**config.mk**
```make
export PLATFORM = sky130hd
export DESIGN_NAME = lpmr_ctrl
export DESIGN_NICKNAME = d
export VERILOG_FILES = /design/src/design/length_prefixed_message_ring_macros.svh /design/src/design/lpmr_pkg.sv /design/src/design/lpmr_ctrl.sv
export SDC_FILE = /design/constraint.sdc
export NUM_CORES = 1
export LEC_CHECK = 0
export BUFFER_PORTS_ARGS = -buffer_cell sky130_fd_sc_hd__buf_2
export CORE_MARGIN = 1
export CORE_UTILIZATION = 25
export DETAILED_ROUTE_END_ITERATION = 10
export GPL_TIMING_DRIVEN = 0
export SLEW_MARGIN = 10
export SYNTH_ARGS = -nofsm -noshare
export SYNTH_HDL_FRONTEND = slang
export SYNTH_SLANG_ARGS = --single-unit
export TNS_END_PERCENT = 5
```
**constraint.sdc**
```tcl
create_clock -name clk -period 1.8 [get_ports clk]
set_clock_uncertainty 0.05 [all_clocks]
set_input_delay 0.18 -clock clk [delete_from_list [all_inputs] [get_ports clk]]
set_output_delay 0.18 -clock clk [all_outputs]
set_load 0.05 [all_outputs]
```
**src/design/length_prefixed_message_ring_macros.svh**
```systemverilog
// ---------------------------------------------------------------------------
// Length-prefixed message ring assertion macros
// Concurrent assertion wrappers on clk, disabled while rst_n is low.
// ---------------------------------------------------------------------------
`ifndef LENGTH_PREFIXED_MESSAGE_RING_MACROS_SVH
`define LENGTH_PREFIXED_MESSAGE_RING_MACROS_SVH

`ifndef SYNTHESIS

// Check that a property holds at every clock edge out of reset.
`define LPMR_ASSERT(lbl, prop, msg) \
  lbl: assert property (@(posedge clk) disable iff (!rst_n) (prop)) else $error(msg);

// Check that a condition never holds out of reset.
`define LPMR_NEVER(lbl, cond, msg) \
  lbl: assert property (@(posedge clk) disable iff (!rst_n) !(cond)) else $error(msg);

`else

`define LPMR_ASSERT(lbl, prop, msg)
`define LPMR_NEVER(lbl, cond, msg)

`endif

`endif

```
**src/design/lpmr_pkg.sv**
```systemverilog
// ---------------------------------------------------------------------------
// lpmr_pkg
// Shared codes, defaults and controller/datapath interface structs.
// ---------------------------------------------------------------------------
`default_nettype none

package lpmr_pkg;

  localparam int RING_BYTES_DEF   = 1024;
  localparam int HEADER_BYTES_DEF = 4;

  typedef enum logic [1:0] {
    OP_SEND_HDR  = 2'd0,
    OP_SEND_DATA = 2'd1,
    OP_RECV_HDR  = 2'd2,
    OP_RECV_DATA = 2'd3
  } op_t;

  typedef enum logic [2:0] {
    ST_OK    = 3'd0,
    ST_FULL  = 3'd1,
    ST_EMPTY = 3'd2,
    ST_SMALL = 3'd3,
    ST_FAIL  = 3'd4
  } status_t;

  typedef struct packed {
    logic    load;        // latch the accepted item
    logic    hcnt_inc;    // advance header byte counter
    logic    mem_we_hdr;  // write one header byte
    logic    mem_we_data; // write the data byte
    logic    mem_re;      // read the ring
    logic    rd_next;     // read at the next header byte
    logic    capture;     // shift read byte into header
    logic    set_send;    // open outgoing message
    logic    consume;     // drop header, open incoming message
    logic    pop;         // advance read count by one byte
    logic    finish;      // emit a result
    status_t status;
    logic    emit_len;
    logic    emit_byte;
  } dp_cmd_t;

  typedef struct packed {
    op_t  op;
    logic len_zero;
    logic send_open;
    logic send_full;
    logic recv_open;
    logic fill_short;
    logic fill_zero;
    logic hcnt_last;
    logic hdr_big;
    logic hdr_small;
    logic hdr_short;
  } dp_stat_t;

endpackage

`default_nettype wire

```
**src/design/lpmr_ctrl.sv**
```systemverilog
// ---------------------------------------------------------------------------
// lpmr_ctrl
// Sequencer: checks each item, steps header writes and reads, emits results.
// ---------------------------------------------------------------------------
`default_nettype none

module lpmr_ctrl (
  input  logic                clk,
  input  logic                rst_n,
  input  logic                start,
  output logic                busy,
  input  lpmr_pkg::dp_stat_t  stat,
  output lpmr_pkg::dp_cmd_t   cmd
);

  typedef enum logic [5:0] {
    S_IDLE   = 6'b000001,
    S_EVAL   = 6'b000010,
    S_HWRITE = 6'b000100,
    S_HREAD  = 6'b001000,
    S_HCHECK = 6'b010000,
    S_DREAD  = 6'b100000
  } state_t;

  state_t state_r, state_nxt;

  always_ff @(posedge clk) begin
    if (!rst_n) begin
      state_r <= S_IDLE;
    end else begin
      state_r <= state_nxt;
    end
  end

  assign busy = (state_r != S_IDLE);

  always_comb begin
    cmd       = '0;
    cmd.status = lpmr_pkg::ST_OK;
    state_nxt = state_r;
    case (state_r)
      S_IDLE: begin
        if (start) begin
          cmd.load  = 1'b1;
          state_nxt = S_EVAL;
        end
      end
      S_EVAL: begin
        state_nxt = S_IDLE;
        case (stat.op)
          lpmr_pkg::OP_SEND_HDR: begin
            if (stat.len_zero || stat.send_open) begin
              cmd.finish = 1'b1;
              cmd.status = lpmr_pkg::ST_FAIL;
            end else if (stat.send_full) begin
              cmd.finish = 1'b1;
              cmd.status = lpmr_pkg::ST_FULL;
            end else begin
              state_nxt = S_HWRITE;
            end
          end
          lpmr_pkg::OP_SEND_DATA: begin
            cmd.finish = 1'b1;
            if (!stat.send_open) begin
              cmd.status = lpmr_pkg::ST_FAIL;
            end else begin
              cmd.mem_we_data = 1'b1;
            end
          end
          lpmr_pkg::OP_RECV_HDR: begin
            if (stat.recv_open) begin
              cmd.finish = 1'b1;
              cmd.status = lpmr_pkg::ST_FAIL;
            end else if (stat.fill_short) begin
              cmd.finish = 1'b1;
              cmd.status = lpmr_pkg::ST_EMPTY;
            end else begin
              cmd.mem_re = 1'b1;
              state_nxt  = S_HREAD;
            end
          end
          lpmr_pkg::OP_RECV_DATA: begin
            if (!stat.recv_open || stat.fill_zero) begin
              cmd.finish = 1'b1;
              cmd.status = lpmr_pkg::ST_EMPTY;
            end else begin
              cmd.mem_re = 1'b1;
              state_nxt  = S_DREAD;
            end
          end
          default: begin
            state_nxt = S_IDLE;
          end
        endcase
      end
      S_HWRITE: begin
        cmd.mem_we_hdr = 1'b1;
        cmd.hcnt_inc   = 1'b1;
        if (stat.hcnt_last) begin
          cmd.set_send = 1'b1;
          cmd.finish   = 1'b1;
          state_nxt    = S_IDLE;
        end
      end
      S_HREAD: begin
        cmd.capture  = 1'b1;
        cmd.hcnt_inc = 1'b1;
        cmd.mem_re   = 1'b1;
        cmd.rd_next  = 1'b1;
        if (stat.hcnt_last) begin
          state_nxt = S_HCHECK;
        end
      end
      S_HCHECK: begin
        cmd.finish = 1'b1;
        state_nxt  = S_IDLE;
        if (stat.hdr_big) begin
          cmd.status = lpmr_pkg::ST_FAIL;
        end else if (stat.hdr_small) begin
          cmd.status = lpmr_pkg::ST_SMALL;
        end else if (stat.hdr_short) begin
          cmd.status = lpmr_pkg::ST_EMPTY;
        end else begin
          cmd.consume  = 1'b1;
          cmd.emit_len = 1'b1;
        end
      end
      S_DREAD: begin
        cmd.pop       = 1'b1;
        cmd.finish    = 1'b1;
        cmd.emit_byte = 1'b1;
        state_nxt     = S_IDLE;
      end
      default: begin
        state_nxt = S_IDLE;
      end
    endcase
  end

endmodule

`default_nettype wire

```
* After elaboration in Yosys (flattened, before gate mapping)
Cells that the tools add are included.
** Operators by class
- Add/subtract/negate cells :: 0
- Multiply operators :: 0
- Divide/modulo/power cells :: 0
- Magnitude comparators :: 0
- Equal/unequal tests :: 13
- Shifts and indexed selects :: 0
- Mux-type cells :: 42
- Bitwise logic cells :: 0
- Reductions and logical operators :: 7
** Operator list (number)
- two-way mux 4 bit :: 7
- two-way mux 6 bit :: 4
- one-hot mux 6 bit (4 select lines) :: 1
- one-hot mux 6 bit (3 select lines) :: 1
- two-way mux 1 bit :: 17
- one-hot mux 4 bit (4 select lines) :: 1
- two-way mux 3 bit :: 4
- == test 6 x 1 -> 1 bit, second input constant :: 1
- == test 6 x 2 -> 1 bit, second input constant :: 1
- == test 6 x 3 -> 1 bit, second input constant :: 1
- == test 6 x 4 -> 1 bit, second input constant :: 1
- == test 6 x 5 -> 1 bit, second input constant :: 1
- == test 6 bit, second input constant :: 1
- two-way mux 2 bit :: 3
- != test 2 bit, second input constant :: 3
- != test 6 x 1 -> 1 bit, second input constant :: 1
- one-hot mux 3 bit (2 select lines) :: 1
- == test 2 bit, second input constant :: 2
- one-hot mux 1 bit (2 select lines) :: 2
- OR reduction 2 bit :: 2
- one-hot mux 1 bit (3 select lines) :: 1
- AND reduction 3 bit :: 1
- == test 2 x 1 -> 1 bit, second input constant :: 1
- logical NOT 2 bit :: 1
- other kinds (2) :: 3
** Storage, ports and cells
- Flip-flop bits (word level) :: 6
- Bits in latches :: 0
- Memory bits (writable) :: 0
- Memory bits (read-only) :: 0
- Input port bits :: 15
- Output and inout port bits :: 17
- Word-level logic and storage cells :: 63
- Memories kept :: 0

* Depth between registers and ports, before layout
Gate-level depths: netlist of the first run.
- Depth in word-level cells :: 5
- Gate-level depth with buffers :: 5
- Depth with buffers taken out :: 4

* Worst setup path before layout of the first run
Ideal clock, no wire load.
- Kind :: reg-to-output
- Start point :: register state_r[4]
- End point :: output cmd[5] (netlist bit)
- Arrival time :: 3.547 ns
- Data required time :: 1.570 ns
- Path slack :: -1.977 ns
- Stages on the path, launching flop included :: 5
- Buffers on the path :: 0
- Cell sequence :: dfxtp_1 or3_4 nor4b_1 and2_1 a221o_1
** RTL lines
- from (decl) :: line lpmr_ctrl.sv:25 : state_t state_r, state_nxt;
- from (signal assigned) :: line lpmr_ctrl.sv:31 : state_r <= state_nxt;
- to (decl) :: line lpmr_ctrl.sv:13 : output lpmr_pkg::dp_cmd_t cmd

==> impl_metrics.json, run 1 <==
{
  "outcome": "finished with violations",
  "failed_checks": "negative setup slack",
  "worstPathCellList": "or3_4, or3_4, o31ai_2, buf_6",
  "vias": 659,
  "cts_hold_buf": 0,
  "layout.nets": 120,
  "drc_errors": 0,
  "setup_violations": 11,
  "hold_violations": 0,
  "grt_pass1_vias": 590,
  "rsz0062_at_grt": "true",
  "yosysMostFrequentCell": "inv_1",
  "synth_fp_nets": 85,
  "tightest_slew_ps": 729,
  "synth-seq-cells": 6,
  "ys_seq_area_share_pct": 23.5,
  "grt_max_degree": 10,
  "io_buffers": 31,
  "reg2reg_depth": 4,
  "max_slew_margin_pct": 50.9,
  "synth_top_area_share_pct": 23.5,
  "clk_pin_slew_ps": 40,
  "syn_area_um2": 510,
  "place_hpwl_um": 1200,
  "critical-path-max-stage-delay_ps": 430,
  "detail_route.wl_per_cell_um": 12.1,
  "yosys_warnings": 0,
  "hp-class": "in -> reg",
  "placementRows": 15,
  "final_util_pct": 48.2,
  "arrival_ps": 1880,
  "vias_per_cell": 5.15,
  "grtUsageTotal_pct": 16.4,
  "ys_types": 31,
  "clk_latency_ps": 240,
  "antenna_found_initial": 0,
  "critPathKind": "reg -> out",
  "cts_buffers": 3,
  "vdd_drop_max_v": 0.000346,
  "ctsRootBufferMaster": "clkbuf_4",
  "die-height_um": 47.2,
  "grt.overflow.total": 0,
  "clockBufferDepth": 2,
  "p_leak_uw": 0.000395,
  "ios": 32,
  "synth_largest_area_cell": "dfxtp_1",
  "drt-total-wl_um": 1550,
  "instances_no_fill": 128,
  "drt_iter0_drc": 15,
  "ys_top_cells_by_area": "dfxtp_1, nor3_1, o21ai_0",
  "critPathCaptureType": "primary output",
  "start_util_pct": 28.0,
  "core_um2": 1820,
  "grt_pass1_wl_um": 2570,
  "synthArstFlopShare_pct": 0,
  "area_growth_pct": 72.1,
  "synth_ff_type": "dfxtp_1",
  "ant_nets": 0,
  "placedCellCount": 126,
  "largest-register": "state_r",
  "worst_slack_ps": -310,
  "finalCritPeriodShare_pct": 117,
  "worst-path-max-fanout": 6,
  "maxCapViolations": 0,
  "chipWidth_um": 47.2,
  "pre_cts_slack_ps": -298,
  "drive_gt1_share_pct": 53.4,
  "reg2reg_to": "state_r[0]$_SDFFE_PN1P_",
  "reg2reg_slack_ps": 10,
  "crit_top_cell": "or3_4",
  "syn_inst": 70,
  "crit_required_ps": 1570,
  "slowest_stage": "or3_4",
  "ys_top_cells_by_count": "inv_1, nor3_1, dfxtp_1, o21ai_0, nor2_1",
  "largest_reg_flops": 6,
  "drt-pass1-iter-count": 4,
  "syn_area_per_cell_um2": 7.29,
  "cts_num_sinks": 6,
  "final_max_slew_viol_count": 0,
  "place_congestion": 0.826,
  "endpoint": "cmd[4]",
  "regToRegStartpoint": "state_r[0]$_SDFFE_PN1P_",
  "htree_levels": 1,
  "reg.largest.list": "state_r (6)",
  "critPathLaunch": "state_r[0]$_SDFFE_PN1P_",
  "power_density_nw_per_um2": 461,
  "fmax_ghz": 0.474,
  "synth_enable_flop_cells": 0,
  "antenna_cells": 0,
  "period_needed_ps": 2110,
  "cp-start-kind": "flop",
  "dieArea_um2": 2230,
  "cts_tree": "yes"
}
## worst max-delay path, delay by kind of cell (launching register included)
family | cells | cell delay (ps)
compound gates | 1 | 280
flops | 1 | 330
buf+inv | 1 | 190
simple gates | 2 | 830
## cell type report
type	instances	area (um2)
sequential	6	123
clock buffer	3	22.5
multi-input combinational	51	414
buffer	4	30.0
inverter	8	30.0
timing repair buffer	31	228
fill	188	942
tap	25	31.3
## where the power goes
group	internal (uW)	switching, uW	leakage (uW)	total, uW
registers	139	8.30	0.0000491	147
logic	47.2	86.6	0.000332	134
clock network	75.4	48.7	0.0000138	124
total	261	144	0.000395	405
## metrics by stage
stage	total power, uW	TNS [ps]	area [um2]	hold slack (ps)
after detailed placement	271	-1450	743	365
after global routing	432	-3570	878	114
after CTS	408	-2520	872	107
after global placement	270	-1410	743	355
final	405	-2300	878	112
after floorplan	229	-4740	557	208
## metal layers
layer	track usage [%]	vias up	wire, um
li1	-	329	-
met1	21.7	308	678
met2	27.2	22	812
met3	3.46	0	63
met4	3.43	0	0
met5	0	-	0
## worst min-delay path by stage
stage          cells past startpoint                       to  startpoint
3_5_place_dp                       2  state_r[2]$_SDFFE_PN0P_     stat[7]
6_report                           2  state_r[2]$_SDFFE_PN0P_     stat[7]
4_1_cts                            2  state_r[2]$_SDFFE_PN0P_     stat[7]
2_1_floorplan                      1  state_r[0]$_SDFFE_PN1P_       rst_n
3_3_place_gp                       2  state_r[2]$_SDFFE_PN0P_     stat[7]
5_1_grt                            2  state_r[2]$_SDFFE_PN0P_     stat[7]
## cell families after synthesis
family / synth area share (%)
flip-flops: 23.5
XOR/XNOR: 3.43
buffers and inverters: 11.8
AO/OA/AOI/OAI: 23.5
AND/OR/NAND/NOR: 37.7
## placed cells by master (no fill, tap or decap), types with 2 or more instances in the layout
cell type and count:
inv_1 7, nand2_1 4, nor3_1 4, nor2_1 4
buf_8 2, nand4_1 2, o22ai_1 2, o21ai_0 5
buf_2 17, buf_4 9, clkbuf_4 4, buf_6 6
dfxtp_2 2, dfxtp_1 4, or3_4 2, and3b_1 2
nor3_2 2
## timing repair
item	in CTS	in global routing
gates resized for setup	32	2
hold endpoints to repair	0	0
endpoints found under the setup margin	18	18
pin swaps	6	4
setup buffers	0	0
Note: power is estimated with default switching activity, not from simulation.
==> inputs of run 2 (changes only) <==
--- a/config.mk
+++ b/config.mk
@@ -5,6 +5,7 @@
 export SDC_FILE = /design/constraint.sdc
 export NUM_CORES = 1
 export LEC_CHECK = 0
+export ABC_AREA = 1
 export BUFFER_PORTS_ARGS = -buffer_cell sky130_fd_sc_hd__buf_2
 export CORE_MARGIN = 1
 export CORE_UTILIZATION = 25
==> impl_metrics.json, run 2 <==
{
  "placed_cell_area_um2": 753,
  "setup_violations": 0,
  "period_needed_ps": 1760,
  "synth_ff_type": "dfxtp_1",
  "io_buffers": 31,
  "drt-pass1-iter-count": 4,
  "hp-class": "in -> reg",
  "antenna_found_initial": 0,
  "start_util_pct": 27.4,
  "multiInputGateArea_um2": 362,
  "vias": 716,
  "internal_power_uw": 285,
  "yosys_warnings": 0,
  "maxCapViolations": 0,
  "power_frac_comb_pct": 42.9,
  "p_sw_uw": 207,
  "stdcell_area_um2": 823,
  "drt-total-wl_um": 1570,
  "pwr-share-clk_pct": 25.8,
  "reg2reg_slack_ps": 500,
  "synth_largest_area_cell": "dfxtp_1",
  "final_max_slew_viol_count": 0,
  "final_util_pct": 40.7,
  "max_slew_margin_pct": 83.4,
  "cts_buffers": 3,
  "reg.largest.list": "state_r (6)",
  "critPathCaptureType": "primary output",
  "placementRows": 16,
  "vias_per_cell": 4.53,
  "tightest_slew_ps": 251,
  "syn_area_um2": 554,
  "synthMuxAreaShare_pct": 0,
  "hold_violations": 0,
  "dieArea_um2": 2410,
  "seqPwrFrac_pct": 31.3,
  "layout.nets": 148,
  "die-height_um": 49.1,
  "ys_types": 20,
  "largest-register": "state_r",
  "clockBufferDepth": 2,
  "synthSimpleGateAreaFrac_pct": 52.6,
  "synth_compound_area_share_pct": 8.13,
  "min_from": "rst_n",
  "final_common_cell": "buf_2",
  "cts_num_sinks": 6,
  "ys_top_cells_by_count": "inv_1, nor2_1, nand2_1",
  "worst-path-max-fanout": 7,
  "core_um2": 2020,
  "place_congestion": 0.767,
  "instances_no_fill": 158,
  "whs_path_depth": 3,
  "synthAdderAreaFrac_pct": 0,
  "reg2reg_to": "state_r[0]$_SDFFE_PN1P_",
  "regToRegStartpoint": "state_r[5]$_SDFFE_PN0P_",
  "grtUsageTotal_pct": 14.2,
  "ys_top_cells_by_area": "dfxtp_1, inv_1, nor2_1",
  "largest_reg_flops": 6,
  "report.power.total_uw": 492,
  "cts_hold_buf": 0,
  "drive_gt1_share_pct": 37.4,
  "detail_route.wl_per_cell_um": 9.95,
  "chipWidth_um": 49.1,
  "syn_area_per_cell_um2": 5.71,
  "nFillCells": 233,
  "swShare_pct": 42.0,
  "synthArstFlopShare_pct": 0,
  "ctsRootBufferMaster": "clkbuf_4",
  "grt.overflow.total": 0,
  "p_leak_uw": 0.000478,
  "reg2reg_depth": 8,
  "grt_max_degree": 8,
  "cts_setup_buffers": 0,
  "clk_pin_slew_ps": 50,
  "ys_seq_area_share_pct": 21.7,
  "cp-start-kind": "flop",
  "synth_top_area_share_pct": 21.7,
  "ant_nets": 0,
  "syn_inst": 97,
  "drc_errors": 0,
  "vdd_drop_max_v": 0.000274,
  "synth_fp_nets": 112,
  "outcome": "finished clean",
  "htree_levels": 1,
  "synth_enable_flop_cells": 0,
  "grt_pass1_vias": 688,
  "final_cell_mix": "buf_2, inv_1, nand2_1, nor2_1, nand3_1",
  "ios": 32,
  "arrival_ps": 1530,
  "cts_tree": "yes",
  "clk_latency_ps": 250,
  "regArea_um2": 121,
  "synth-seq-cells": 6,
  "placedCellCount": 155,
  "rsz0062_at_grt": "true",
  "antenna_cells": 0,
  "crit_required_ps": 1570,
  "drt_iter0_drc": 8,
  "area_growth_pct": 48.5,
  "synth_top_family_by_area": "simple AND/OR/NAND/NOR gates",
  "yosysMostFrequentCell": "inv_1",
  "fmax_ghz": 0.568,
  "grt_pass1_wl_um": 2670,
  "synth_xor_area_share_pct": 0,
  "hold_end": "state_r[2]$_SDFFE_PN0P_",
  "critPathKind": "reg -> out",
  "finalCritPeriodShare_pct": 97.8,
  "place_hpwl_um": 1290,
  "power_density_nw_per_um2": 598
}
## run 2: power groups by stage
| stage | combinational (uW) | sequential, uW | clock, uW |
|---|---|---|---|
| global route | 235 | 155 | 135 |
| CTS | 202 | 150 | 131 |
| floorplan | 147 | 150 | 0 |
| detailed placement | 201 | 152 | 0 |
| finish | 211 | 154 | 127 |
| global placement | 197 | 151 | 0 |
## run 2: stage by stage
step | hold slack, ps | setup WS [ps] | TNS, ps
finish | 132 | 38.8 | 0
global placement | 378 | 194 | 0
global route | 148 | -47.0 | -60.2
floorplan | 250 | -329 | -1690
CTS | 132 | 12.5 | 0
detailed placement | 391 | 156 | 0
## run 2: area by class of cell
type | instances | area share (%)
Clock buffer | 3 | 2.74
Buffer | 3 | 2.74
Sequential cell | 6 | 14.7
Multi-Input combinational cell | 68 | 43.9
Tap cell | 27 | 4.10
Inverter | 20 | 9.12
Timing Repair Buffer | 31 | 22.6
## run 2: how the worst max path moves through the flow
| stage | start | endpoint | slack [ps] |
|---|---|---|---|
| after detailed placement | state_r[1]$_SDFFE_PN0P_ | cmd[7] | 160 |
| after floorplan | state_r[1]$_SDFFE_PN0P_ | cmd[3] | -330 |
| final | state_r[5]$_SDFFE_PN0P_ | cmd[12] | 40 |
| after global routing | state_r[5]$_SDFFE_PN0P_ | cmd[12] | -50 |
| after global placement | state_r[1]$_SDFFE_PN0P_ | cmd[7] | 190 |
| after CTS | state_r[2]$_SDFFE_PN0P_ | cmd[11] | 10 |
## run 2: worst max-delay path: stages (launching register included)
cell	delay [ps]
dfxtp_1	340
nor2_4	190
nand2_2	80
nor2_4	170
inv_2	100
nor3b_2	210
buf_6	190
## run 2: routing by layer
metal | vias to the layer above | GRT usage [%] | routed length (um)
met3 | 4 | 2.18 | 69
met1 | 312 | 15.0 | 691
met2 | 23 | 25.3 | 774
met5 | - | 0 | 0
li1 | 377 | - | -
met4 | 0 | 10.3 | 36
## run 2: cells by family after synthesis
family | after synthesis
AO/OA/AOI/OAI | 8
AND/OR/NAND/NOR | 60
buffers and inverters | 23
flip-flops | 6
## run 2: what timing repair did
action                                  4_1_cts  5_1_grt
endpoints found under the setup margin        6        9
pin swaps                                     0        2
gates resized for setup                       4       16
